<file path="config.mk">
export PLATFORM = sky130hd
export DESIGN_NAME = bge_cell
export DESIGN_NICKNAME = d
export VERILOG_FILES = /design/src/breakpoint_gain_envelope_core_macros.svh /design/src/bge_pkg.sv /design/src/bge_cell.sv
export SDC_FILE = /design/constraint.sdc
export NUM_CORES = 1
export LEC_CHECK = 0
export BUFFER_PORTS_ARGS = -buffer_cell sky130_fd_sc_hd__buf_4
export CORE_AREA = 2 2 77 79
export CTS_BUF_LIST = sky130_fd_sc_hd__clkbuf_16
export CTS_CLUSTER_SIZE = 16
export DETAILED_ROUTE_END_ITERATION = 8
export DIE_AREA = 0 0 79 81
export GPL_TIMING_DRIVEN = 0
export PLACE_DENSITY = 0.78
export SLEW_MARGIN = 5
export SYNTH_ARGS = -nofsm -noshare
export SYNTH_HDL_FRONTEND = slang
export SYNTH_SLANG_ARGS = --single-unit
</file>
<file path="constraint.sdc">
create_clock -name clk -period 3.3 [get_ports clk]
set_clock_uncertainty 0.05 [all_clocks]
set_input_delay 0.165 -clock clk [delete_from_list [all_inputs] [get_ports clk]]
set_output_delay 0.165 -clock clk [all_outputs]
set_load 0.01 [all_outputs]
</file>
<file path="src/breakpoint_gain_envelope_core_macros.svh">
// assertion macros for the gain envelope block
`ifndef BREAKPOINT_GAIN_ENVELOPE_CORE_MACROS_SVH
`define BREAKPOINT_GAIN_ENVELOPE_CORE_MACROS_SVH
// assert that a condition implies a consequent in the same cycle
`define BGE_ASSERT_IMP(label, ante, cons) \
  label: assert property (@(posedge clk) disable iff (rst) (ante) |-> (cons)) \
    else $error("assertion failed");
// assert that a condition implies a consequent in the next cycle
`define BGE_ASSERT_NEXT(label, ante, cons) \
  label: assert property (@(posedge clk) disable iff (rst) (ante) |=> (cons)) \
    else $error("assertion failed");
`endif

</file>
<file path="src/bge_pkg.sv">
// shared constants and types for the gain envelope block
package bge_pkg;
  localparam int MaxPoints = 16;
  localparam int IdxW = $clog2(MaxPoints);
  localparam int CntW = $clog2(MaxPoints + 1);
  localparam int MaxChannels = 8;
  localparam int ChW = 3;
  localparam logic [15:0] UnityGain = 16'd4096;
  localparam logic [9:0] MsPerSecond = 10'd1000;

  // item function codes
  localparam logic FuncAdd = 1'b0;
  localparam logic FuncSample = 1'b1;

  // configuration register indexes
  localparam logic RegSampleRate = 1'b0;
  localparam logic RegChannelCount = 1'b1;

  typedef struct packed {
    logic [23:0] t;
    logic [15:0] g;
  } bge_point_t;

  // control from the sequencer to the cell row
  typedef struct packed {
    logic             ins;
    logic [23:0]      t;
    logic [15:0]      g;
    logic [CntW-1:0]  count;
  } bge_ctl_t;

  typedef enum logic [4:0] {
    ST_IDLE = 5'b00001,
    ST_DIV  = 5'b00010,
    ST_SEG  = 5'b00100,
    ST_IDIV = 5'b01000,
    ST_OUT  = 5'b10000
  } bge_state_t;
endpackage

</file>
<file path="src/bge_cell.sv">
// one breakpoint cell of the sorted insertion row
module bge_cell (
  input  logic                 clk,
  input  logic [bge_pkg::IdxW-1:0] pos,
  input  bge_pkg::bge_ctl_t    ctl,
  input  bge_pkg::bge_point_t  left_pt,
  input  logic                 left_gt,
  output bge_pkg::bge_point_t  pt,
  output logic                 gt
);
  logic used;
  // entry holds a valid point greater than the new time
  assign used = ({1'b0, pos} < ctl.count);
  assign gt = used && (pt.t > ctl.t);

  always_ff @(posedge clk) begin
    if (ctl.ins) begin
      if (left_gt) begin
        pt <= left_pt;
      end else if (gt || ({1'b0, pos} == ctl.count)) begin
        pt <= '{t: ctl.t, g: ctl.g};
      end
    end
  end
endmodule

</file>
# Yosys cells after proc, flatten, opt, wreduce, memory -nomap -nowiden
# Index checks and enable logic that the tools add are counted.
word_totals:
  reg_bits: 40
  in_bits: 92
  out_inout_bits: 41
  wordCells: 11
op_classes:
  n_lt_le_gt_ge: 2
  eq_ne: 1
  n_mux: 2
  reduce_logical: 4
op_table:
  columns: ["op", "count"]
  rows:
  - ["$mux W40", 2]
  - ["$gt A24 B24 Y1", 1]
  - ["$eq A4 B5 Y1", 1]
  - ["$lt A4 B5 Y1", 1]
  - ["$reduce_and A2 Y1", 1]
  - ["$reduce_bool A2 Y1", 1]
  - ["$logic_and A1 B1 Y1", 1]
  - ["$logic_or A1 B1 Y1", 1]

# Depth between registers and ports, before layout
logic_depth:
  depth_word: 5
  ltp_mapped: 8
  depth_no_buf: 8

# Worst setup path after synthesis
# No wires, ideal clock.
synth_path:
  kind: "reg2reg"
  startpoint: "register pt[29] in the netlist's numbering"
  endpoint: "register pt[0] in the netlist's numbering, enable pin"
  setup_ns: 0.404
  arrival_time_ns: 2.686
  required_time_ns: 2.846
  slack_ns: 0.160
  stages_incl_launch_ff: 8
  n_path_buf: 0
  period_less_slack_ns: 3.140
  cell_sequence: "edfxtp_1 > ha_1 > nand4_2 > nor4_2 > o21ai_1 > a41oi_1 > o21a_1 > o31a_1"
synth_between:
  elab_chain_cells: 5
synth_rtl:
  columns: ["element", "line", "text"]
  rows:
  - ["start, declared", "bge_cell.sv:8", "output bge_pkg::bge_point_t pt,"]
  - ["start signal, assigned", "bge_cell.sv:19", "pt <= left_pt;"]
  - ["start signal, assigned", "bge_cell.sv:21", "pt <= '{t: ctl.t, g: ctl.g};"]
  - ["$gt A24 B24 Y1", "bge_cell.sv:14", "assign gt = used && (pt.t > ctl.t);"]
  - ["$logic_and A1 B1 Y1", "bge_cell.sv:14", null]
  - ["net gt", "bge_cell.sv:9", "output logic gt"]
  - ["$logic_or A1 B1 Y1", "bge_cell.sv:20", "end else if (gt || ({1'b0, pos} == ctl.count)) begin"]
  - ["$reduce_bool A2 Y1 (no source line)", null, null]
  - ["$reduce_and A2 Y1 (no source line)", null, null]
# The timed path passes the listed nets, and every way through them passes these cells.
# A chain may end at the register's enable or synchronous reset.

# Worst setup path in the final report
layout_path:
  startpoint: "register pt[30] in the netlist's numbering"
  endpoint: "register pt[35] in the netlist's numbering, enable pin"
layout_between:
  elab_chain_cells: 5
layout_rtl:
  columns: ["element", "line"]
  rows:
  - ["$gt A24 B24 Y1", "bge_cell.sv:14"]
  - ["$logic_and A1 B1 Y1", "bge_cell.sv:14"]
  - ["$logic_or A1 B1 Y1", "bge_cell.sv:20"]
  - ["$reduce_bool A2 Y1 (no source line)", null]
  - ["$reduce_and A2 Y1 (no source line)", null]
# Every way passes these cells.

==> metrics.txt <==
CTS tree=built; worst reg2reg setup slack=~0.45 ns; critical path class=register to register; Routed WL=6200 um; cells on worst reg2reg path=8; Non-Filler Instances=430; Setup crit start kind=register; Distinct cells, synth=27; Net Count, Synth=335; max reg flops=40; Avg Inst Size Synth=11.0 um^2; Worst Tran Pin Value=about 0.6 ns; Worst Path Required=between 3 and 4 ns; initial antenna violation count=0; Initial Util=between 40% and 50%; endpoints failing setup=0; row count=28; hold endpoint=pt[37]; total power=1.43 mW; total grt overflow=0; vias in the first global route=2,178; Synth Register Bits=40; Hold WC Path Type=input pin to register; Setup crit end kind=register; Final Util=~64%; Total GRT Usage=roughly a fifth; # port buffers=about 130; Synth-to-Final Area Change=52.9%; Num CTS Buffers=5; headroom to the max-slew limit=between 50% and 60%; RSZ-0062 raised after global routing=false; CTS clk-pin slew, worst paths=about 0.06 ns; routed vias/inst=4.94; PD cells=between 300 and 400 nW/um^2; gpl congestion=approximately 0.72; Biggest register=pt; wire per inst=~14 um; Max Cap Viol=0; largest net degree at the start of global routing=22; endpoints failing hold=0; post-route clock period utilization=between 80% and 90%; sequential-to-total area share from yosys stat=around half; Die Y=81 um; share of cells above drive strength 1=between 40% and 50%; final setup TNS=0 ns; DRT iter0 DRCs=about 50; critical hold path startpoint=left_pt[37]; first-pass GRT wire length=~9600 um; CTS Root Cell=clkbuf_16; # clock sinks=40; number of diodes=0; Largest regs=pt: 40 flops; final net count=between 400 and 500; leak pwr=~1.7 nW; Antenna Nets Post-Route=0; post-CTS setup buffer count=0; f_max=roughly 350 MHz; die area=between 6000 and 7000 um^2; HPWL Detailed=approximately 5000 um; leading area contributor after synthesis=edfxtp_1; worst skew pair latency=around 0.28 ns; post_cts resized=0; CTS Hold Bufs=0; drt drc=0; Final Max Tran Viols=0; Synth top area share=50.9%; Worst Path Arrival=about 2.8 ns; htree depth=2; CP startpoint=pt[30]; length of the first detailed-routing pass in iterations=4; Via Count=between 2,000 and 2,500; Crit Path Max Fanout=21; maximum buffer depth of the clock tree=2; status=completed; RR Endpoint=pt[35]; reg2reg start=pt[30]; # IOs=between 100 and 150; Inst Count DP=about 420; die width=just under 80 um; mapped cell area=approximately 2400 um^2; Final min period=between 2 and 3 ns; hold path depth=3; synthesized instance count=between 200 and 250; top cells by area, synth=edfxtp_1 (51%), ha_1 (15%), mux2_2 (8.1%); worst vdd ir=between 0.0003 and 0.0004 V; Yosys warning total=0; total core area=about 5700 um^2
[worst max-delay path: stages (launching register included)]
cell	delay (ns)
edfxtp_1	0.40
ha_1	0.33
nand4_2	0.18
nor4_2	0.35
o21ai_1	0.12
a41oi_1	0.16
o21a_1	0.17
o31a_2	0.55
buf_16	0.24
[how the worst max path moves through the flow]
stage / slack [ns] / cells after the start / end
after floorplan: 0.16 / 7 / pt[0]
after global placement: -0.38 / 7 / pt[7]
after detailed placement: 0.43 / 8 / pt[4]
after CTS: 0.39 / 8 / pt[4]
after global routing: 0.23 / 8 / pt[5]
final: 0.45 / 8 / pt[35]
[cell families (layout without fill, tap and decap cells)]
| logic type | Yosys count | after routing | share of synthesized area (%) |
|---|---|---|---|
| AND/OR/NAND/NOR | 47 | 47 | 9.17 |
| AO/OA/AOI/OAI | 46 | 46 | 11.1 |
| flip-flops | 40 | 40 | 50.9 |
| buffers and inverters | 37 | 177 | 5.94 |
| adder cells (fa/ha/maj) | 28 | 28 | 14.8 |
| multiplexers | 17 | 17 | 8.11 |
[per-stage QoR]
stage / setup slack, ns / instance area (um^2) / hold slack, ns
2_1_floorplan: 0.160 / 2360 / 0.302
3_3_place_gp: -0.384 / 3440 / 0.388
3_5_place_dp: 0.426 / 3470 / 0.400
4_1_cts: 0.389 / 3610 / 0.109
5_1_grt: 0.235 / 3610 / 0.122
6_report: 0.447 / 3610 / 0.114
[power breakdown]
| part | leakage [nW] | total, mW | switching (mW) | internal, mW |
|---|---|---|---|---|
| clock network | 0.0635 | 0.473 | 0.195 | 0.277 |
| registers | 0.383 | 0.630 | 0.0172 | 0.612 |
| logic | 1.26 | 0.333 | 0.150 | 0.183 |
[per-layer routing]
metal  wire [um]  track usage (%)
met3         638             7.78
met5           0                0
met4          55             5.69
met1        2410             21.7
met2        3100             34.9
[cells in the final DEF (no fill, tap or decap), types with 2 or more instances in the layout]
cell type,n
clkinvlp_4,2
edfxtp_1,40
clkbuf_1,6
nor2_1,5
buf_4,131
a21oi_1,11
nor2b_1,2
nand2_1,31
mux2_2,17
clkbuf_16,5
o21ai_0,26
nand4_1,3
ha_1,28
inv_1,30
[cells in the mapped netlist, drive strengths merged]
library cell / n
o211ai: 1
nand2: 31
nand3: 1
nand2b: 1
clkbuf: 6
a31oi: 1
mux2: 17
a221o: 1
nand4: 4
nor2b: 2
a21o: 1
a41oi: 1
and4: 1
o21a: 1
a311oi: 1
a21oi: 11
nor2: 5
nor3: 1
ha: 28
nor4: 1
buf: 1
o21ai: 27
edfxtp: 40
o31a: 1
inv: 30
[area by class of cell]
| type | instances | area [um^2] |
|---|---|---|
| clock inverter | 3 | 18.8 |
| inverter | 30 | 113 |
| timing repair buffer | 132 | 1010 |
| clock buffer | 5 | 125 |
| multi-input combinational | 138 | 1020 |
| tap | 75 | 93.8 |
| sequential | 40 | 1200 |
| buffer | 7 | 27.5 |
| fill | 486 | 2060 |
Power figures use the tool's default switching activity.
